`src/hw/rtl/gravity_pair_force_unit_defines.svh`:
```
// assertion macros for the gravity pair force unit
// used by the top level only, expects clk and arst_n in scope
`ifndef GRAVITY_PAIR_FORCE_UNIT_DEFINES_SVH
`define GRAVITY_PAIR_FORCE_UNIT_DEFINES_SVH

// same-cycle implication, held off during reset
`define GPF_ASSERT_NOW(label, ante, cons) \
	label: assert property (@(posedge clk) disable iff (!arst_n) (ante) |-> (cons)) \
		else $error("gravity pair force check failed");

// next-cycle implication, held off during reset
`define GPF_ASSERT_NEXT(label, ante, cons) \
	label: assert property (@(posedge clk) disable iff (!arst_n) (ante) |=> (cons)) \
		else $error("gravity pair force check failed");

`endif

```
`src/hw/rtl/gpf_pkg.sv`:
```
// shared types and constants of the gravity pair force unit
// no dependencies
package gpf_pkg;

	localparam int COORD_W = 32;
	localparam int DIFF_W  = 33;
	localparam int DIST2_W = 66;
	localparam int ROOT_W  = 34;
	localparam int SQ_W    = 68;
	localparam int K_W     = 96;
	localparam int NUM_W   = 128;
	localparam int DEN_W   = 102;
	localparam int Q_W     = 47;
	localparam int FORCE_W = 48;
	localparam int CFG_IDX_W = 2;

	localparam logic [CFG_IDX_W-1:0] CFG_GRAVITY = 2'd0;
	localparam logic [CFG_IDX_W-1:0] CFG_CLOSE   = 2'd1;

	localparam logic [Q_W-1:0] FORCE_MAX = {Q_W{1'b1}};

	typedef struct packed {
		logic signed [COORD_W-1:0] first_x;
		logic signed [COORD_W-1:0] first_y;
		logic signed [COORD_W-1:0] second_x;
		logic signed [COORD_W-1:0] second_y;
		logic [COORD_W-1:0]        first_mass;
		logic [COORD_W-1:0]        second_mass;
	} in_t;

	typedef struct packed {
		logic signed [FORCE_W-1:0] force_x;
		logic signed [FORCE_W-1:0] force_y;
		logic                      applied;
	} out_t;

	// data riding along the square root chain
	typedef struct packed {
		logic [K_W-1:0]    k;
		logic [DIFF_W-1:0] ax;
		logic [DIFF_W-1:0] ay;
		logic              neg_x;
		logic              neg_y;
	} sqrt_side_t;

	// flags riding along the divider chain
	typedef struct packed {
		logic sat_x;
		logic sat_y;
		logic neg_x;
		logic neg_y;
		logic applied;
	} div_side_t;

endpackage

```
`src/hw/rtl/gpf_sqrt_cell.sv`:
```
// one bit of the pipelined integer square root
// depends on gpf_pkg
module gpf_sqrt_cell import gpf_pkg::*; #(
	parameter int BIT = 0
) (
	input  logic               clk,
	input  logic               arst_n,
	input  logic               en,
	input  logic               valid_in,
	input  logic [DIST2_W-1:0] v_in,
	input  logic [ROOT_W-1:0]  s_in,
	input  logic [SQ_W-1:0]    sq_in,
	input  sqrt_side_t         side_in,
	output logic               valid_out,
	output logic [DIST2_W-1:0] v_out,
	output logic [ROOT_W-1:0]  s_out,
	output logic [SQ_W-1:0]    sq_out,
	output sqrt_side_t         side_out
);

	localparam int W = SQ_W + 1;

	logic [W-1:0] trial;
	logic         take;

	// (s + 2^b)^2 = s^2 + s*2^(b+1) + 2^(2b)
	assign trial = {1'b0, sq_in} + ({{(W-ROOT_W){1'b0}}, s_in} << (BIT + 1))
		+ ({{(W-1){1'b0}}, 1'b1} << (2 * BIT));
	assign take = {{(W-DIST2_W){1'b0}}, v_in} >= trial;

	always_ff @(posedge clk or negedge arst_n) begin
		if (!arst_n) begin
			valid_out <= 1'b0;
		end else if (en) begin
			valid_out <= valid_in;
		end
	end

	always_ff @(posedge clk) begin
		if (en) begin
			v_out    <= v_in;
			side_out <= side_in;
			s_out    <= take ? (s_in | (ROOT_W'(1) << BIT)) : s_in;
			sq_out   <= take ? trial[SQ_W-1:0] : sq_in;
		end
	end

endmodule

```
`config.mk`:
```
export PLATFORM = sky130hd
export DESIGN_NAME = gpf_sqrt_cell
export DESIGN_NICKNAME = d
export VERILOG_FILES = /design/src/hw/rtl/gravity_pair_force_unit_defines.svh /design/src/hw/rtl/gpf_pkg.sv /design/src/hw/rtl/gpf_sqrt_cell.sv
export SDC_FILE = /design/constraint.sdc
export NUM_CORES = 1
export LEC_CHECK = 0
export ABC_AREA = 1
export ABC_CLOCK_PERIOD_IN_PS = 900
export BUFFER_PORTS_ARGS = -buffer_cell sky130_fd_sc_hd__buf_2
export CAP_MARGIN = 15
export CORE_AREA = 4 4 258 260
export CTS_BUF_LIST = sky130_fd_sc_hd__clkbuf_16
export CTS_CLUSTER_DIAMETER = 120
export DETAILED_ROUTE_END_ITERATION = 6
export DIE_AREA = 0 0 262 264
export HOLD_SLACK_MARGIN = 0.12
export SETUP_SLACK_MARGIN = 0.05
export SLEW_MARGIN = 40
export SYNTH_ARGS = -nofsm -noshare
export SYNTH_HDL_FRONTEND = slang
export SYNTH_SLANG_ARGS = --single-unit
```
`constraint.sdc`:
```
create_clock -name clk -period 0.9 [get_ports clk]
set_input_delay 0.09 -clock clk [delete_from_list [all_inputs] [get_ports clk]]
set_output_delay 0.09 -clock clk [all_outputs]
set_load 0.005 [all_outputs]
```
==> out/results.txt <==
status: complete, but fails checks
failing checks: setup timing
largest cells by area after synthesis: edfxtp_1 61%, nand2_1 9.1%, ha_1 7.7%
initial antenna violation count: 16
most frequent cell after synthesis: nand2_1
DR iter-0 viols: 1089
gr usage total: 0.216
synthesized flop and latch total: 333
total CTS buffers: 39
Slew Limit Fails: 0
Hold Fails Final Rpt: 0
Max Cap Violations: 0
DRT Wirelength: 80100 microns
Crit Path Class: input port to flip-flop
peak supply drop: 0.00145 V
I/O pin count: 669
Synth warnings: 0
Min-Delay Path Class: input port to flip-flop
die outline width: 262 microns
Cells after Synth: 1556
GR Overflow Total: 0
first-pass GRT wire length: 111000 microns
CP max FO: 6
Commonest cells post-synth: 396 x nand2_1, 332 x edfxtp_1, 192 x inv_1
GP Congestion: 0.920
routed vias/inst: 4.45
CTS Buffer Depth: 3
Post-Synth XOR/XNOR Area: 0.0257
syn_area_per_cell: 10.5 sq um
CP endpoint kind: flip-flop
Yosys top cell by area: edfxtp_1
Crit path arrival time: 3.91 ns
Yosys cell types: 42
Clk pin slew, worst setup/hold paths: 0.06 ns
period utilization: 4.00
post-synth top area share: 0.610
Worst-Skew Late Latency: 0.56 ns
DP Area: 23800 sq um
Synth Area in Compound Gates: 0.0518
crit path time final: 3.60 ns
CTS tree: built
Worst Path Required: 1.20 ns
startpoint class of the critical path: input port
placed cell count: 3424
vias: 17400
share of the yosys chip area belonging to registers: 0.612
critical path's most frequent cell: nand2_1
Initial Util: 0.255
RSZ-0062 raised after global routing: yes
# clock sinks: 333
# port buffers: 668
nets@finish: 3450
largest net degree at the start of global routing: 31
share of cells above drive strength 1: 0.484
drt pass-1 iters: 5
post-synthesis async set-or-reset flop share: 0.00300
Crit-path slowest cell: ha_4
CTS root buf: clkbuf_16
Slew Limit Headroom: 0.657
die area: 69200 sq um
simple-gate area share of the yosys netlist: 0.177
main combinational cell family by area after synthesis: simple AND/OR/NAND/NOR gates
Net Count, Synth: 1993
Core Area: 64100 sq um
Design Area, Final: 31000 sq um
largest stage delay on the critical path: 0.28 ns
Overall Power: 0.0476 W
Synth Flop Type: edfxtp_1
Power per Cell Area: 1540 nW/um^2
Worst Tran Pin Value: 0.510 ns
Die Y: 264 microns
Adder-Cell Fraction of Synth Area: 0.0778
DRT antenna net count: 0
clk_skew: 0 ns
fmax: 0.278 GHz
Final WS setup: -2.70 ns
Synth Cell Area: 16300 sq um
post-synthesis mux area share: 0.000689
number of global-route vias before repair: 17900
final setup vio count: 430
hpwl dp: 59500 microns
Post-synth EDFFs: 332
Layout Area Growth over Synthesis: 89.5%
post-DR wirelength/cell: 20.5 microns
drt drc: 0
htree depth: 2
Finished Layout Cells: 3903
num rows: 93
total leakage power: 14.1 nW
-- layout make-up --
cell class / instances / area, sq um
diodes: 6 / 15.0
clock buffers: 40 / 1000
clock inverters: 30 / 235
fillers: 5766 / 33100
inverters: 202 / 766
multi-input cells: 1000 / 7260
flip-flops and latches: 333 / 9990
well taps: 855 / 1070
repair buffers: 1437 / 10600
-- where the power goes --
part	leakage (nW)	total (W)	switching (W)	internal (W)
sequential	3.26	0.0189	0.000374	0.0185
combinational	10.2	0.0131	0.00648	0.00661
clock	0.631	0.0156	0.00667	0.00896
total	14.1	0.0476	0.0135	0.0341
-- worst max-delay path: cells and delay by family --
| family | cells | cell delay (ns) |
|---|---|---|
| simple gates | 26 | 2.08 |
| buf+inv | 5 | 0.60 |
| fa+ha+maj | 2 | 0.52 |
| xor+xnor | 1 | 0.19 |
| compound gates | 2 | 0.41 |
-- flip-flops by register name (all words and copies together) (netlist names) --
name       cells
s_out         34
side_out     164
sq_out        68
v_out         66
valid_out      1
-- through the flow --
step / setup TNS [ns] / worst slack [ns] / utilization / hold WS, ns
finish: -269.52 / -2.70 / 0.483 / 0.0913
global route: -297.78 / -2.89 / 0.483 / 0.0885
global placement: -253.88 / -3.67 / 0.372 / -0.134
detailed placement: -255.58 / -3.71 / 0.372 / -0.132
floorplan: -169.34 / -2.54 / - / -0.206
CTS: -320.31 / -2.57 / 0.465 / 0.0649
-- final timing paths --
| path | startpoint | to | slack (ns) | cells after the start |
|---|---|---|---|---|
| worst min-delay path | en | sq_out[44] | 0.09 | 3 |
| min in group asynchronous | arst_n | valid_out | 0.40 | 3 |
| worst min register to register | valid_out | valid_out | 0.51 | 1 |
| max in group asynchronous | arst_n | valid_out | 0.39 | 3 |
| worst max register to register | valid_out | valid_out | 0.16 | 1 |
| worst max-delay path | s_in[4] | sq_out[25] | -2.70 | 36 |
-- metal layers --
| metal | vias up | share of wire | GRT usage |
|---|---|---|---|
| met5 | - | 0.00097 | 0 |
| met4 | 12 | 0.052 | 0.0970 |
| met3 | 165 | 0.064 | 0.0451 |
| met2 | 655 | 0.53 | 0.414 |
| met1 | 8307 | 0.35 | 0.223 |
| li1 | 8217 | - | - |
-- cell usage in the layout (no fill, tap or decap), types with 25 or more instances in the layout --
cell	synthesis	layout
nand2_1	396	319
edfxtp_1	332	332
inv_1	192	180
nor2_1	122	70
a21oi_1	80	51
nand2_2	4	68
nor2_2	3	42
dlygate4sd3_1	0	340
clkbuf_16	0	43
buf_6	5	40
nand3_1	112	92
ha_1	100	54
inv_2	8	25
buf_2	10	630
buf_4	3	395
ha_4	0	46
-- cells by family (layout without fill, tap and decap cells) --
| kind of cell | after synthesis | count (layout) |
|---|---|---|
| fa+ha+maj | 101 | 101 |
| other cells | 0 | 6 |
| compound gates | 156 | 156 |
| mux | 1 | 1 |
| simple gates | 693 | 694 |
| xor+xnor | 48 | 48 |
| buf+inv | 224 | 1709 |
| flops | 333 | 333 |
-- timing repair --
action                                 4_1_cts  5_1_grt
endpoints found under the hold margin      427       25
hold buffers                               340        3
cloned                                       4        4
setup endpoints to repair                  401      580
pin swaps                                   46       76
gates resized for setup                    216      205
setup buffers                               33       24
Note: power is estimated with default switching activity, not from simulation.
